<file path="config.mk">
export PLATFORM = sky130hd
export DESIGN_NAME = fmbq_ctrl
export DESIGN_NICKNAME = d
export VERILOG_FILES = /design/src/rtl/fmbq_pkg.sv /design/src/rtl/fmbq_ctrl.sv
export SDC_FILE = /design/constraint.sdc
export NUM_CORES = 1
export LEC_CHECK = 0
export BUFFER_PORTS_ARGS = -buffer_cell sky130_fd_sc_hd__buf_2
export CORE_MARGIN = 4
export CORE_UTILIZATION = 50
export CTS_CLUSTER_SIZE = 8
export DETAILED_ROUTE_END_ITERATION = 7
export PLACE_DENSITY = 0.89
export SETUP_SLACK_MARGIN = 0.3
export SLEW_MARGIN = 25
export SYNTH_ARGS = -nofsm -noshare
export SYNTH_HDL_FRONTEND = slang
export SYNTH_SLANG_ARGS = --single-unit
</file>
<file path="constraint.sdc">
create_clock -name aclk -period 5.87 [get_ports aclk]
set_input_delay 0.8805 -clock aclk [delete_from_list [all_inputs] [get_ports aclk]]
set_output_delay 0.8805 -clock aclk [all_outputs]
set_load 0.005 [all_outputs]
</file>
<file path="src/rtl/fmbq_pkg.sv">
// Shared constants, codes and controller/datapath interface types of the queue.
package fmbq_pkg;

    localparam int DEPTH      = 1024;
    localparam int DATA_WIDTH = 32;
    localparam int PTR_W      = $clog2(DEPTH);
    localparam int CNT_W      = $clog2(DEPTH + 1);
    localparam int RAM_DEPTH  = 2 * (1 << PTR_W);
    localparam int RAM_AW     = PTR_W + 1;
    localparam int ACTION_W   = 3;
    localparam int VALUE_W    = 32;
    localparam int DATA_W     = 32;
    localparam int STATUS_W   = 2;
    localparam int OCC_W      = 11;
    localparam int S_TDATA_W  = 40;
    localparam int M_TDATA_W  = 48;

    localparam logic [ACTION_W-1:0] ACT_PUSH_FRONT  = 3'd0;
    localparam logic [ACTION_W-1:0] ACT_PUSH_MIDDLE = 3'd1;
    localparam logic [ACTION_W-1:0] ACT_PUSH_BACK   = 3'd2;
    localparam logic [ACTION_W-1:0] ACT_POP_FRONT   = 3'd3;
    localparam logic [ACTION_W-1:0] ACT_POP_MIDDLE  = 3'd4;
    localparam logic [ACTION_W-1:0] ACT_POP_BACK    = 3'd5;

    localparam logic [STATUS_W-1:0] ST_OK    = 2'd0;
    localparam logic [STATUS_W-1:0] ST_EMPTY = 2'd1;
    localparam logic [STATUS_W-1:0] ST_FULL  = 2'd2;

    // Which half-deque and which of its ends.
    localparam logic HALF_FRONT = 1'b0;
    localparam logic HALF_BACK  = 1'b1;
    localparam logic END_HEAD   = 1'b0;
    localparam logic END_TAIL   = 1'b1;

    typedef enum logic [5:0] {
        S_IDLE = 6'b000001,
        S_EXEC = 6'b000010,
        S_POPW = 6'b000100,
        S_BAL  = 6'b001000,
        S_MOVW = 6'b010000,
        S_FIN  = 6'b100000
    } state_t;

    typedef struct packed {
        logic                accept;
        logic                push;
        logic                pop;
        logic                half;
        logic                tail;
        logic                from_ram;
        logic                cap_data;
        logic                set_status;
        logic [STATUS_W-1:0] status;
        logic                load_out;
    } dp_cmd_t;

    typedef struct packed {
        logic empty;
        logic full;
        logic odd;
        logic front_empty;
        logic b2f;
        logic f2b;
        logic out_busy;
    } dp_stat_t;

endpackage

</file>
<file path="src/rtl/fmbq_ctrl.sv">
// Operation sequencer: decides the half-deque accesses and the rebalancing move.
module fmbq_ctrl (
    input  logic                           aclk,
    input  logic                           aresetn,
    input  logic                           s_tvalid,
    output logic                           s_tready,
    input  logic [fmbq_pkg::ACTION_W-1:0]  in_action,
    input  fmbq_pkg::dp_stat_t             stat,
    output fmbq_pkg::dp_cmd_t              cmd
);

    fmbq_pkg::state_t               state_reg, state_next;
    logic [fmbq_pkg::ACTION_W-1:0]  action_reg, action_next;
    logic                           mv_b2f_reg, mv_b2f_next;

    always_ff @(posedge aclk) begin
        if (!aresetn) begin
            state_reg <= fmbq_pkg::S_IDLE;
        end else begin
            state_reg <= state_next;
        end
        action_reg <= action_next;
        mv_b2f_reg <= mv_b2f_next;
    end

    assign s_tready = (state_reg == fmbq_pkg::S_IDLE);

    always_comb begin
        state_next  = state_reg;
        action_next = action_reg;
        mv_b2f_next = mv_b2f_reg;
        cmd         = '0;
        case (state_reg)
            fmbq_pkg::S_IDLE: begin
                if (s_tvalid) begin
                    cmd.accept  = 1'b1;
                    action_next = in_action;
                    state_next  = fmbq_pkg::S_EXEC;
                end
            end
            fmbq_pkg::S_EXEC: begin
                state_next = fmbq_pkg::S_FIN;
                case (action_reg)
                    fmbq_pkg::ACT_PUSH_FRONT, fmbq_pkg::ACT_PUSH_MIDDLE,
                    fmbq_pkg::ACT_PUSH_BACK: begin
                        if (stat.full) begin
                            cmd.set_status = 1'b1;
                            cmd.status     = fmbq_pkg::ST_FULL;
                        end else begin
                            cmd.push   = 1'b1;
                            state_next = fmbq_pkg::S_BAL;
                            if (action_reg == fmbq_pkg::ACT_PUSH_FRONT) begin
                                cmd.half = fmbq_pkg::HALF_FRONT;
                                cmd.tail = fmbq_pkg::END_HEAD;
                            end else if (action_reg == fmbq_pkg::ACT_PUSH_BACK) begin
                                cmd.half = fmbq_pkg::HALF_BACK;
                                cmd.tail = fmbq_pkg::END_TAIL;
                            end else if (stat.odd) begin
                                cmd.half = fmbq_pkg::HALF_FRONT;
                                cmd.tail = fmbq_pkg::END_TAIL;
                            end else begin
                                cmd.half = fmbq_pkg::HALF_BACK;
                                cmd.tail = fmbq_pkg::END_HEAD;
                            end
                        end
                    end
                    fmbq_pkg::ACT_POP_FRONT, fmbq_pkg::ACT_POP_MIDDLE,
                    fmbq_pkg::ACT_POP_BACK: begin
                        if (stat.empty) begin
                            cmd.set_status = 1'b1;
                            cmd.status     = fmbq_pkg::ST_EMPTY;
                        end else begin
                            cmd.pop    = 1'b1;
                            state_next = fmbq_pkg::S_POPW;
                            if (action_reg == fmbq_pkg::ACT_POP_FRONT) begin
                                // A single stored word always sits in the back half.
                                cmd.half = stat.front_empty ? fmbq_pkg::HALF_BACK
                                                            : fmbq_pkg::HALF_FRONT;
                                cmd.tail = fmbq_pkg::END_HEAD;
                            end else if (action_reg == fmbq_pkg::ACT_POP_BACK) begin
                                cmd.half = fmbq_pkg::HALF_BACK;
                                cmd.tail = fmbq_pkg::END_TAIL;
                            end else if (stat.odd) begin
                                cmd.half = fmbq_pkg::HALF_BACK;
                                cmd.tail = fmbq_pkg::END_HEAD;
                            end else begin
                                cmd.half = fmbq_pkg::HALF_FRONT;
                                cmd.tail = fmbq_pkg::END_TAIL;
                            end
                        end
                    end
                    default: begin
                        state_next = fmbq_pkg::S_FIN;
                    end
                endcase
            end
            fmbq_pkg::S_POPW: begin
                cmd.cap_data = 1'b1;
                state_next   = fmbq_pkg::S_BAL;
            end
            fmbq_pkg::S_BAL: begin
                // The back half holds as many words as the front half or one more.
                if (stat.b2f) begin
                    cmd.pop     = 1'b1;
                    cmd.half    = fmbq_pkg::HALF_BACK;
                    cmd.tail    = fmbq_pkg::END_HEAD;
                    mv_b2f_next = 1'b1;
                    state_next  = fmbq_pkg::S_MOVW;
                end else if (stat.f2b) begin
                    cmd.pop     = 1'b1;
                    cmd.half    = fmbq_pkg::HALF_FRONT;
                    cmd.tail    = fmbq_pkg::END_TAIL;
                    mv_b2f_next = 1'b0;
                    state_next  = fmbq_pkg::S_MOVW;
                end else begin
                    state_next = fmbq_pkg::S_FIN;
                end
            end
            fmbq_pkg::S_MOVW: begin
                cmd.push     = 1'b1;
                cmd.from_ram = 1'b1;
                cmd.half     = mv_b2f_reg ? fmbq_pkg::HALF_FRONT : fmbq_pkg::HALF_BACK;
                cmd.tail     = mv_b2f_reg ? fmbq_pkg::END_TAIL : fmbq_pkg::END_HEAD;
                state_next   = fmbq_pkg::S_FIN;
            end
            fmbq_pkg::S_FIN: begin
                if (!stat.out_busy) begin
                    cmd.load_out = 1'b1;
                    state_next   = fmbq_pkg::S_IDLE;
                end
            end
            default: begin
                state_next = fmbq_pkg::S_IDLE;
            end
        endcase
    end

endmodule

</file>
Word level (Yosys, flattened, before mapping) --
Cells that the tools add are included.
Storage, ports and cells: bits in writable memories 0, register bits 10, latch bits 0, bits of input ports 13, memory bits (read-only) 0, memories 0, output and inout port bits 12
Cells by class: multipliers 0, shift operators 0, divide/modulo/power cells 0, bitwise gates (word level) 0, multiplexer cells 39, order comparisons 0, $add $sub $neg 0, equal/unequal tests 13, reductions and logical operators 7
Operators with widths (count):
- $mux W6 | 6
- $pmux W6 S6 | 1
- $mux W3 | 6
- $mux W2 | 7
- $mux W1 | 13
- $pmux W6 S2 | 1
- $eq A3 B2 Y1 const B | 2
- $eq A3 B3 Y1 const B | 2
- $eq A6 B1 Y1 const B | 1
- $eq A6 B2 Y1 const B | 1
- $eq A6 B3 Y1 const B | 1
- $eq A6 B4 Y1 const B | 1
- $eq A6 B5 Y1 const B | 1
- $eq A6 B6 Y1 const B | 1
- $pmux W2 S3 | 1
- $pmux W3 S2 | 1
- $reduce_and A2 Y1 | 3
- $reduce_or A3 Y1 | 2
- $ne A2 B2 Y1 const B | 2
- $pmux W1 S2 | 2
- $pmux W2 S2 | 1
- $eq A3 B1 Y1 const B | 1
- $logic_not A3 Y1 | 1
- $reduce_bool A2 Y1 | 1

Depth between registers and ports, before layout --
Gate-level depths: netlist of run 1.
depth after elaboration 6, gate-level depth with buffers 5, depth with buffers taken out 4

Worst setup path before layout of run 1 --
Ideal clock, no wire load.
path kind input port to output port, from input stat[5] (netlist name), to output cmd[7] (netlist name), arrival 1.892 ns, path slack 3.097 ns, stages on the path 4, required time 4.990 ns, path through or4b_2 -> o211a_1 -> o22ai_1 -> a221o_1
RTL lines:
- from (decl) | RTL line fmbq_ctrl.sv:8 | input fmbq_pkg::dp_stat_t stat,
- to (decl) | RTL line fmbq_ctrl.sv:9 | output fmbq_pkg::dp_cmd_t cmd

==> impl_metrics.py, run 1 <==
metrics = {
    "outcome": {
        "status": "finished, final reports clean",
    },
    "floorplanning": {
        "fp.dieArea_sq_um": 1990,
        "core_sq_um": 1190,
        "ios": 25,
        "initial_core_util": 0.565,
        "chipWidth_um": 44.6,
        "fp-row-count": 12,
        "fp.dieH_um": 44.6,
    },
    "clocking": {
        "cts_tree": "built",
        "cts.sinks": 10,
        "cts_setup_buffers": 0,
        "htreeDepth": 1,
        "clock-root-buffer": "clkbuf_4",
        "insertion_delay_ps": 270,
        "cts_max_path_buffers": 2,
        "cts_resized": 0,
        "clk_pin_slew_ps": 70,
        "cts-hold-fix-buffers": 0,
        "cts_buffers": 3,
    },
    "drt": {
        "ant_nets": 0,
        "wirelength_mm": 1.88,
        "via_per_inst": 6.47,
        "wl_per_cell_um": 16.6,
        "first_iter_violations": 17,
        "dr.pass1.iters": 4,
        "vias": 731,
        "drcViolationCount": 0,
    },
    "placed_design": {
        "dpl-instance-area_sq_um": 797,
        "dp_hpwl_mm": 1.42,
        "place_congestion": 0.815,
        "dp_slack_ps": 2830,
        "portBuffers": 24,
    },
    "yosys": {
        "synth.cell_area_sq_um": 671,
        "synth_top_area_cell": "dfxtp_1",
        "synthTopCellsByArea": "dfxtp_1 (18%), edfxtp_1 (18%), nor3b_1 (5.6%)",
        "synthCells": 74,
        "yosysUniqueCellTypes": 37,
        "postSynth.asyncResetShare": 0,
        "synth_ff_type": "dfxtp_1",
        "yosys.area.top_type_share": 0.179,
        "synth-warning-count": 0,
        "syn_area_per_cell_sq_um": 9.06,
        "syn_nets": 87,
        "synth-edff-count": 4,
        "ys_ff_latch": 10,
        "yosysSeqAreaShare": 0.358,
    },
    "worst_setup_path": {
        "crit_type": "flop to primary output",
        "critPathCaptureType": "primary output",
        "crit_fanout": 5,
        "required_ps": 4990,
        "cp.arrival_ps": 2320,
        "startpoint_type": "flop",
    },
    "global_route": {
        "grt_pass1_vias": 688,
        "grt_pass1_wl_mm": 3.00,
        "antenna_found_initial": 0,
        "grtUsageTotal": 0.206,
        "grt_max_degree": 11,
        "overflow": 0,
    },
    "timing": {
        "finalSetupViolations": 0,
        "final-hold-violation-count": 0,
        "rsz0062_at_grt": "false",
        "finalCriticalPeriod_ps": 3200,
        "max_slew.worst_pin.slew_ps": 607,
        "max_freq_mhz": 313,
        "fin_crit_sh": 0.545,
        "fin_setup_tns_ps": 0,
        "holdWs_ps": 619,
        "maxSlewViolCount": 0,
        "relSlewSlack": 0.595,
        "worst_slack_ps": 2670,
        "fin_skew_ps": 2.00,
    },
    "run": {
        "drv_cap": 0,
    },
    "finish": {
        "fin_nets": 113,
        "largest_reg_flops": 6,
        "layout-drive-gt1-share": 0.333,
        "fillers": 96,
        "antenna_cells": 0,
        "stdcell_area_sq_um": 823,
        "synthToLayoutAreaGrowth_pct": 22.8,
    },
    "power_and_ir_drop": {
        "switching_share": 0.285,
        "p_switching_mw": 0.0470,
        "p_per_area_nw_per_um2": 200,
        "p_seq_frac": 0.500,
        "p_int_mw": 0.118,
        "power.share.clock": 0.308,
        "peakVddDrop_mv": 0.184,
        "comb_power_share": 0.192,
        "power_mw": 0.165,
        "leakage_nw": 0.380,
    },
    "hold_path": {
        "hold_class": "flop to flop",
    },
}
-- layout by cell type (no fill, tap or decap), types with 3 or more instances in the layout --
cell type and n:
nand2b_1 4, dfxtp_1 6, clkbuf_4 3, a2111oi_0 4, nor3b_1 5, inv_1 5
nand2_1 3, edfxtp_1 4, nor2_1 5, buf_2 24, nand3b_1 3
-- final cells by class --
| type | count | area, sq um | area share |
|---|---|---|---|
| well taps | 14 | 17.5 | 0.0213 |
| repair buffers | 24 | 120 | 0.146 |
| inverters | 5 | 18.8 | 0.0228 |
| clock buffers | 4 | 26.3 | 0.0319 |
| flip-flops and latches | 10 | 240 | 0.292 |
| multi-input cells | 56 | 400 | 0.486 |
-- worst paths after layout --
| kind | start | end | slack, ps | cells after the start |
|---|---|---|---|---|
| setup / recovery | state_reg[4] | cmd[6] | 2670 | 5 |
| hold / removal | state_reg[2] | state_reg[3] | 620 | 2 |
| setup reg to reg | state_reg[4] | state_reg[3] | 3820 | 4 |
| hold reg to reg | state_reg[2] | state_reg[3] | 620 | 2 |
-- kinds of logic (layout without fill, tap and decap cells) --
family | after synthesis | in the layout | share of synthesized area
buffers and inverters | 8 | 33 | 0.0448
muxes | 1 | 1 | 0.0149
AOI/OAI and AO/OA | 19 | 19 | 0.224
and+or+nand+nor | 36 | 36 | 0.358
DFF | 10 | 10 | 0.358
-- cells in the mapped netlist (2+ instances only) --
| master | instances |
|---|---|
| edfxtp_1 | 4 |
| nor2_1 | 5 |
| a2111oi_0 | 4 |
| nor2b_1 | 2 |
| o22ai_1 | 2 |
| dfxtp_1 | 6 |
| nand3b_1 | 3 |
| inv_1 | 5 |
| nor3b_1 | 5 |
| o21ai_0 | 2 |
| nand2_1 | 3 |
| a21oi_1 | 2 |
| nand2b_1 | 4 |
| and3_1 | 2 |
| clkbuf_1 | 3 |
-- through the flow --
step,util,std cells
floorplan,-,74
global placement,0.672,109
detailed placement,0.672,109
CTS,0.694,113
global route,0.694,113
finish,0.694,113
-- critical path, cell delays in order (launching register included) --
cell       delay [ps]
dfxtp_1           340
or4_4             560
or3b_4            440
a2111oi_0         460
a2111o_1          150
buf_2             100
-- power groups by stage --
| stage | sequential [mW] | combinational [mW] | clock [mW] |
|---|---|---|---|
| 2_1_floorplan | 0.0791 | 0.0222 | 0 |
| 3_3_place_gp | 0.0832 | 0.0295 | 0 |
| 3_5_place_dp | 0.0834 | 0.0311 | 0 |
| 4_1_cts | 0.0821 | 0.0313 | 0.0510 |
| 5_1_grt | 0.0830 | 0.0344 | 0.0545 |
| 6_report | 0.0823 | 0.0317 | 0.0508 |
-- per-layer routing --
metal | share of wire | track usage | up-vias
met5 | 0 | 0 | -
met4 | 0.017 | 0.0422 | 0
met3 | 0.080 | 0.0813 | 6
met2 | 0.49 | 0.367 | 41
met1 | 0.41 | 0.227 | 344
li1 | - | - | 340
(Power assumes the default switching activity.)
==> inputs of run 2 (changes only) <==
--- a/config.mk
+++ b/config.mk
@@ -5,12 +5,14 @@
 export SDC_FILE = /design/constraint.sdc
 export NUM_CORES = 1
 export LEC_CHECK = 0
+export ABC_AREA = 1
 export BUFFER_PORTS_ARGS = -buffer_cell sky130_fd_sc_hd__buf_2
+export CORE_ASPECT_RATIO = 1.2
 export CORE_MARGIN = 4
-export CORE_UTILIZATION = 50
+export CORE_UTILIZATION = 43
 export CTS_CLUSTER_SIZE = 8
 export DETAILED_ROUTE_END_ITERATION = 7
-export PLACE_DENSITY = 0.89
+export PLACE_DENSITY = 0.81
 export SETUP_SLACK_MARGIN = 0.3
 export SLEW_MARGIN = 25
 export SYNTH_ARGS = -nofsm -noshare
==> constraint.sdc (replaced) <==
create_clock -name aclk -period 2.6 [get_ports aclk]
set_input_delay 0.39 -clock aclk [delete_from_list [all_inputs] [get_ports aclk]]
set_output_delay 0.39 -clock aclk [all_outputs]
set_load 0.005 [all_outputs]
==> impl_metrics.py, run 2 <==
metrics = {
    "outcome": {
        "status": "finished, final reports clean",
    },
    "yosys": {
        "synthCells": 111,
        "synth_ff_type": "dfxtp_1",
        "synth_commonest_cells": "nand2_1 (26), inv_1 (24), nor2_1 (17)",
        "syn_nets": 124,
        "postSynth.asyncResetShare": 0,
        "yosysUniqueCellTypes": 18,
        "synth_top_area_cell": "dfxtp_1",
        "synthTopCellsByArea": "dfxtp_1 (17%), edfxtp_1 (17%), nand2_1 (14%)",
        "syn_area_per_cell_sq_um": 6.37,
        "synth.cell_area_sq_um": 707,
        "synth-warning-count": 0,
        "ys_ff_latch": 10,
        "yosys.area.top_type_share": 0.170,
        "yosysMostFrequentCell": "nand2_1",
        "synth-edff-count": 4,
        "yosysSeqAreaShare": 0.340,
    },
    "clocking": {
        "cts_max_path_buffers": 2,
        "clk_pin_slew_ps": 70,
        "cts_buffers": 3,
        "insertion_delay_ps": 260,
        "cts_setup_buffers": 0,
        "cts_tree": "built",
        "htreeDepth": 1,
        "cts-hold-fix-buffers": 0,
        "clock-root-buffer": "clkbuf_4",
        "cts_resized": 0,
        "cts.sinks": 10,
    },
    "worst_setup_path": {
        "slowest_delay_ps": 450,
        "r2r_slack_ps": 1280,
        "path_depth": 7,
        "cp.arrival_ps": 1570,
        "critPathLaunch": "action_reg[2]",
        "crit_type": "flop to primary output",
        "crit_family": "simple AND/OR/NAND/NOR gates",
        "critPathCaptureType": "primary output",
        "startpoint_type": "flop",
        "required_ps": 2210,
        "cp_slowest_cell": "edfxtp_1",
        "reg2regPathDepth": 9,
        "path_common_cell": "nand3_2",
        "cp.buffers_inverters": 2,
        "crit_chain": "inv_1, nand3_1, nand2_1, nand3_2, a21o_1, nand3_2, buf_2",
        "endpoint": "cmd[6]",
        "crit_fanout": 5,
        "r2r-end": "state_reg[5]",
        "reg2reg_from": "action_reg[2]",
    },
    "timing": {
        "fin_setup_tns_ps": 0,
        "rsz0062_at_grt": "false",
        "finalCriticalPeriod_ps": 1960,
        "fin_crit_sh": 0.754,
        "fin_skew_ps": 4.96,
        "maxSlewViolCount": 0,
        "holdWs_ps": 303,
        "max_slew.worst_pin.slew_ps": 267,
        "finalSetupViolations": 0,
        "relSlewSlack": 0.821,
        "final-hold-violation-count": 0,
        "max_freq_mhz": 510,
    },
    "drt": {
        "met2_length_um": 858,
        "vias": 781,
        "dr.pass1.iters": 4,
        "ant_nets": 0,
        "wirelength_mm": 1.65,
        "drcViolationCount": 0,
        "via_per_inst": 5.01,
        "wl_per_cell_um": 10.6,
        "first_iter_violations": 25,
        "dr_wl_met3_um": 123,
        "wl_met1_um": 664,
        "highest_layer": "met3",
    },
    "power_and_ir_drop": {
        "power.share.clock": 0.295,
        "peakVddDrop_mv": 0.251,
        "comb_power_share": 0.216,
        "leakage_nw": 0.532,
        "switching_share": 0.292,
        "p_int_mw": 0.262,
        "p_switching_mw": 0.108,
        "p_seq_frac": 0.489,
        "p_per_area_nw_per_um2": 422,
    },
    "floorplanning": {
        "initial_core_util": 0.471,
        "fp.dieArea_sq_um": 2360,
        "fp.dieH_um": 52.4,
        "core_sq_um": 1500,
        "chipWidth_um": 45.0,
        "fp-row-count": 15,
        "ios": 25,
    },
    "finish": {
        "multi_input_area_sq_um": 377,
        "layout-drive-gt1-share": 0.245,
        "largest_reg_flops": 6,
        "antenna_cells": 0,
        "synthToLayoutAreaGrowth_pct": 23.7,
        "ff_latch_area_sq_um": 240,
        "fin_nets": 153,
        "final_cell_mix": "nand2_1 (26), inv_1 (24), buf_2 (24)",
        "fillers": 154,
        "mostFrequentLayoutCell": "nand2_1",
    },
    "global_route": {
        "grt_pass1_vias": 789,
        "antenna_found_initial": 0,
        "grtUsageTotal": 0.158,
        "grt_max_degree": 8,
        "grt_pass1_wl_mm": 2.83,
        "overflow": 0,
    },
    "placed_design": {
        "portBuffers": 24,
        "dp_hpwl_mm": 1.42,
        "place_congestion": 0.895,
    },
    "hold_path": {
        "hold_class": "input port to flop",
    },
    "run": {
        "drv_cap": 0,
    },
}
[run 2: cell types whose count changed in the layout (fill, tap and decap cells not counted), sizes merged, moves of 3 or more]
cell	change
a2111oi	-4
nor3b	-5
nand3	+13
nand4	+5
inv	+19
nand3b	-3
nand2	+24
nor2	+16
nand2b	-4
[run 2: kinds of logic after synthesis]
group / count (synthesis) / share of synthesized area
AOI/OAI and AO/OA: 6 / 0.0567
DFF: 10 / 0.340
buffers and inverters: 24 / 0.127
and+or+nand+nor: 71 / 0.476
[run 2: worst reg2reg max path, cell delays in order (launching register included)]
cell	delay, ps
edfxtp_1	450
inv_1	100
nand3_1	130
nand2_1	170
nand2_1	90
nand2_1	60
nand2_1	60
nand3_1	100
nand2_1	60
inv_1	40
[run 2: how the worst min path moves through the flow]
stage | end | slack, ps | cells after the start | from
5_1_grt | action_reg[0] | 300 | 1 | in_action[0]
3_5_place_dp | action_reg[2] | 570 | 1 | in_action[2]
4_1_cts | action_reg[2] | 300 | 1 | in_action[2]
2_1_floorplan | state_reg[0] | 470 | 1 | aresetn
6_report | action_reg[2] | 300 | 1 | in_action[2]
3_3_place_gp | action_reg[0] | 570 | 1 | in_action[0]
[run 2: per-layer routing]
metal	up-vias	global-route usage
li1	412	-
met1	344	0.170
met2	25	0.290
met3	0	0.0309
met4	0	0.0634
met5	-	0
[run 2: power groups by stage]
stage | clock (mW) | combinational, mW | sequential, mW
6_report | 0.109 | 0.0796 | 0.181
5_1_grt | 0.118 | 0.0931 | 0.181
4_1_cts | 0.110 | 0.0800 | 0.180
3_5_place_dp | 0 | 0.0797 | 0.184
3_3_place_gp | 0 | 0.0770 | 0.183
2_1_floorplan | 0 | 0.0530 | 0.182
[run 2: per-stage QoR]
stage / cells / total power [mW] / worst slack [ps] / cell area [sq um] / util
6_report: 156 / 0.369 / 639 / 875 / 0.583
5_1_grt: 156 / 0.393 / 501 / 875 / 0.583
4_1_cts: 156 / 0.370 / 635 / 875 / 0.583
3_5_place_dp: 152 / 0.263 / 916 / 848 / 0.565
3_3_place_gp: 152 / 0.260 / 949 / 848 / 0.565
2_1_floorplan: 111 / 0.235 / 1170 / 707 / -
[run 2: layout make-up]
type                            instances  area share
Clock buffer                            4      0.0300
Timing Repair Buffer                   24       0.137
Tap cell                               17      0.0243
Multi-Input combinational cell         77       0.431
Inverter                               24       0.103
Sequential cell                        10       0.275
==> inputs of run 3 (changes only) <==
==> constraint.sdc (replaced) <==
create_clock -name aclk -period 1.7 [get_ports aclk]
set_input_delay 0.255 -clock aclk [delete_from_list [all_inputs] [get_ports aclk]]
set_output_delay 0.255 -clock aclk [all_outputs]
set_load 0.005 [all_outputs]
==> impl_metrics.py, run 3 (synthesis gave the netlist of run 2 again) <==
metrics = {
    "outcome": {
        "status": "finished with violations",
        "violations": "setup timing",
    },
    "placed_design": {
        "place_congestion": 0.895,
        "dp_hpwl_mm": 1.42,
        "place_inst": 152,
        "portBuffers": 24,
    },
    "power_and_ir_drop": {
        "leakage_nw": 0.645,
        "power_mw": 0.664,
        "peakVddDrop_mv": 0.390,
        "p_per_area_nw_per_um2": 572,
    },
    "timing": {
        "finalCriticalPeriod_ps": 1770,
        "rsz0062_at_grt": "true",
        "final-hold-violation-count": 0,
        "finalSetupViolations": 3,
        "fin_crit_sh": 1.04,
        "fin_setup_tns_ps": -92.2,
        "relSlewSlack": 0.826,
        "max_slew.worst_pin.slew_ps": 261,
        "fin_skew_ps": 5.26,
        "holdWs_ps": 161,
        "max_freq_mhz": 564,
        "worst_slack_ps": -73.0,
        "maxSlewViolCount": 0,
    },
    "finish": {
        "antenna_cells": 0,
        "synthToLayoutAreaGrowth_pct": 64.2,
        "largest_reg_flops": 6,
        "fillers": 103,
        "instances_no_fill": 176,
        "layout-drive-gt1-share": 0.541,
        "fin_nets": 173,
        "final_cell_mix": "buf_2 (24), nand2_1 (20), inv_1 (17)",
        "mostFrequentLayoutCell": "buf_2",
    },
    "drt": {
        "via_per_inst": 5.46,
        "vias": 961,
        "first_iter_violations": 42,
        "dr.pass1.iters": 5,
        "drcViolationCount": 0,
        "wirelength_mm": 2.40,
        "ant_nets": 0,
        "wl_per_cell_um": 13.6,
    },
    "clocking": {
        "clock-root-buffer": "clkbuf_4",
        "cts-hold-fix-buffers": 0,
        "clk_pin_slew_ps": 70,
        "cts.sinks": 10,
        "cts_buffers": 3,
        "cts_tree": "built",
        "htreeDepth": 1,
        "insertion_delay_ps": 260,
        "cts_max_path_buffers": 2,
    },
    "floorplanning": {
        "fp.dieH_um": 52.4,
        "fp.dieArea_sq_um": 2360,
        "core_sq_um": 1500,
        "initial_core_util": 0.471,
        "fp-row-count": 15,
        "chipWidth_um": 45.0,
        "ios": 25,
    },
    "worst_setup_path": {
        "crit_fanout": 5,
        "critPathCaptureType": "primary output",
        "required_ps": 1440,
        "startpoint_type": "flop",
        "cp.arrival_ps": 1520,
        "crit_type": "flop to primary output",
    },
    "global_route": {
        "grt_max_degree": 7,
        "grt_pass1_vias": 850,
        "grt_pass1_wl_mm": 3.28,
        "grtUsageTotal": 0.190,
        "antenna_found_initial": 0,
        "overflow": 0,
    },
    "hold_path": {
        "hold_class": "input port to flop",
    },
    "run": {
        "drv_cap": 0,
    },
}
==> run 3: changes by cell type in the layout (fill, tap and decap cells not counted), sizes merged <==
cell | previous run | this run
buf | 24 | 44
==> run 3: routing by layer <==
metal / wire length (um) / GRT usage / vias to the layer above
met2: 1300 / 0.361 / 59
met3: 153 / 0.0309 / 14
met1: 856 / 0.187 / 436
met5: 0 / 0 / -
li1: - / - / 452
met4: 85 / 0.102 / 0
==> run 3: power breakdown <==
group | internal [mW] | switching [mW] | total (mW)
registers | 0.264 | 0.0155 | 0.280
clock network | 0.0906 | 0.0795 | 0.170
logic | 0.0981 | 0.116 | 0.214
==> run 3: worst paths after layout <==
path	startpoint	to	slack, ps	cells after the start
worst max register to register	state_reg[1]	state_reg[4]	240	9
worst min-delay path	in_action[0]	action_reg[0]	160	1
worst max-delay path	action_reg[1]	cmd[7]	-70	8
worst min register to register	state_reg[5]	state_reg[1]	610	3
==> run 3: timing repair <==
action	CTS	global route
endpoints found under the setup margin	12	17
pin swaps	7	10
resized for setup	17	29
buffers inserted	11	9
==> run 3: area by class of cell <==
| cell class | instances | area (sq um) | area share |
|---|---|---|---|
| flip-flops and latches | 10 | 250 | 0.216 |
| clock buffers | 4 | 26.3 | 0.0226 |
| inverters | 24 | 90.1 | 0.0776 |
| repair buffers | 44 | 289 | 0.249 |
| well taps | 17 | 21.3 | 0.0183 |
| multi-input cells | 77 | 484 | 0.417 |
==> run 3: through the flow <==
step / utilization / cell area, sq um / setup WS (ps)
final: 0.773 / 1160 / -73.0
after floorplan: - / 707 / 405
after global routing: 0.773 / 1160 / -195
after global placement: 0.565 / 848 / 184
after detailed placement: 0.565 / 848 / 138
after CTS: 0.673 / 1010 / 18.1
==> run 3: critical path: stages, from the launching register on <==
cell and delay [ps]:
edfxtp_1 480, nand2_1 100, inv_1 60, nor2_4 130, o2111ai_1 140, nand2_1 100, nand2_1 60, nand2_1 70
buf_2 110
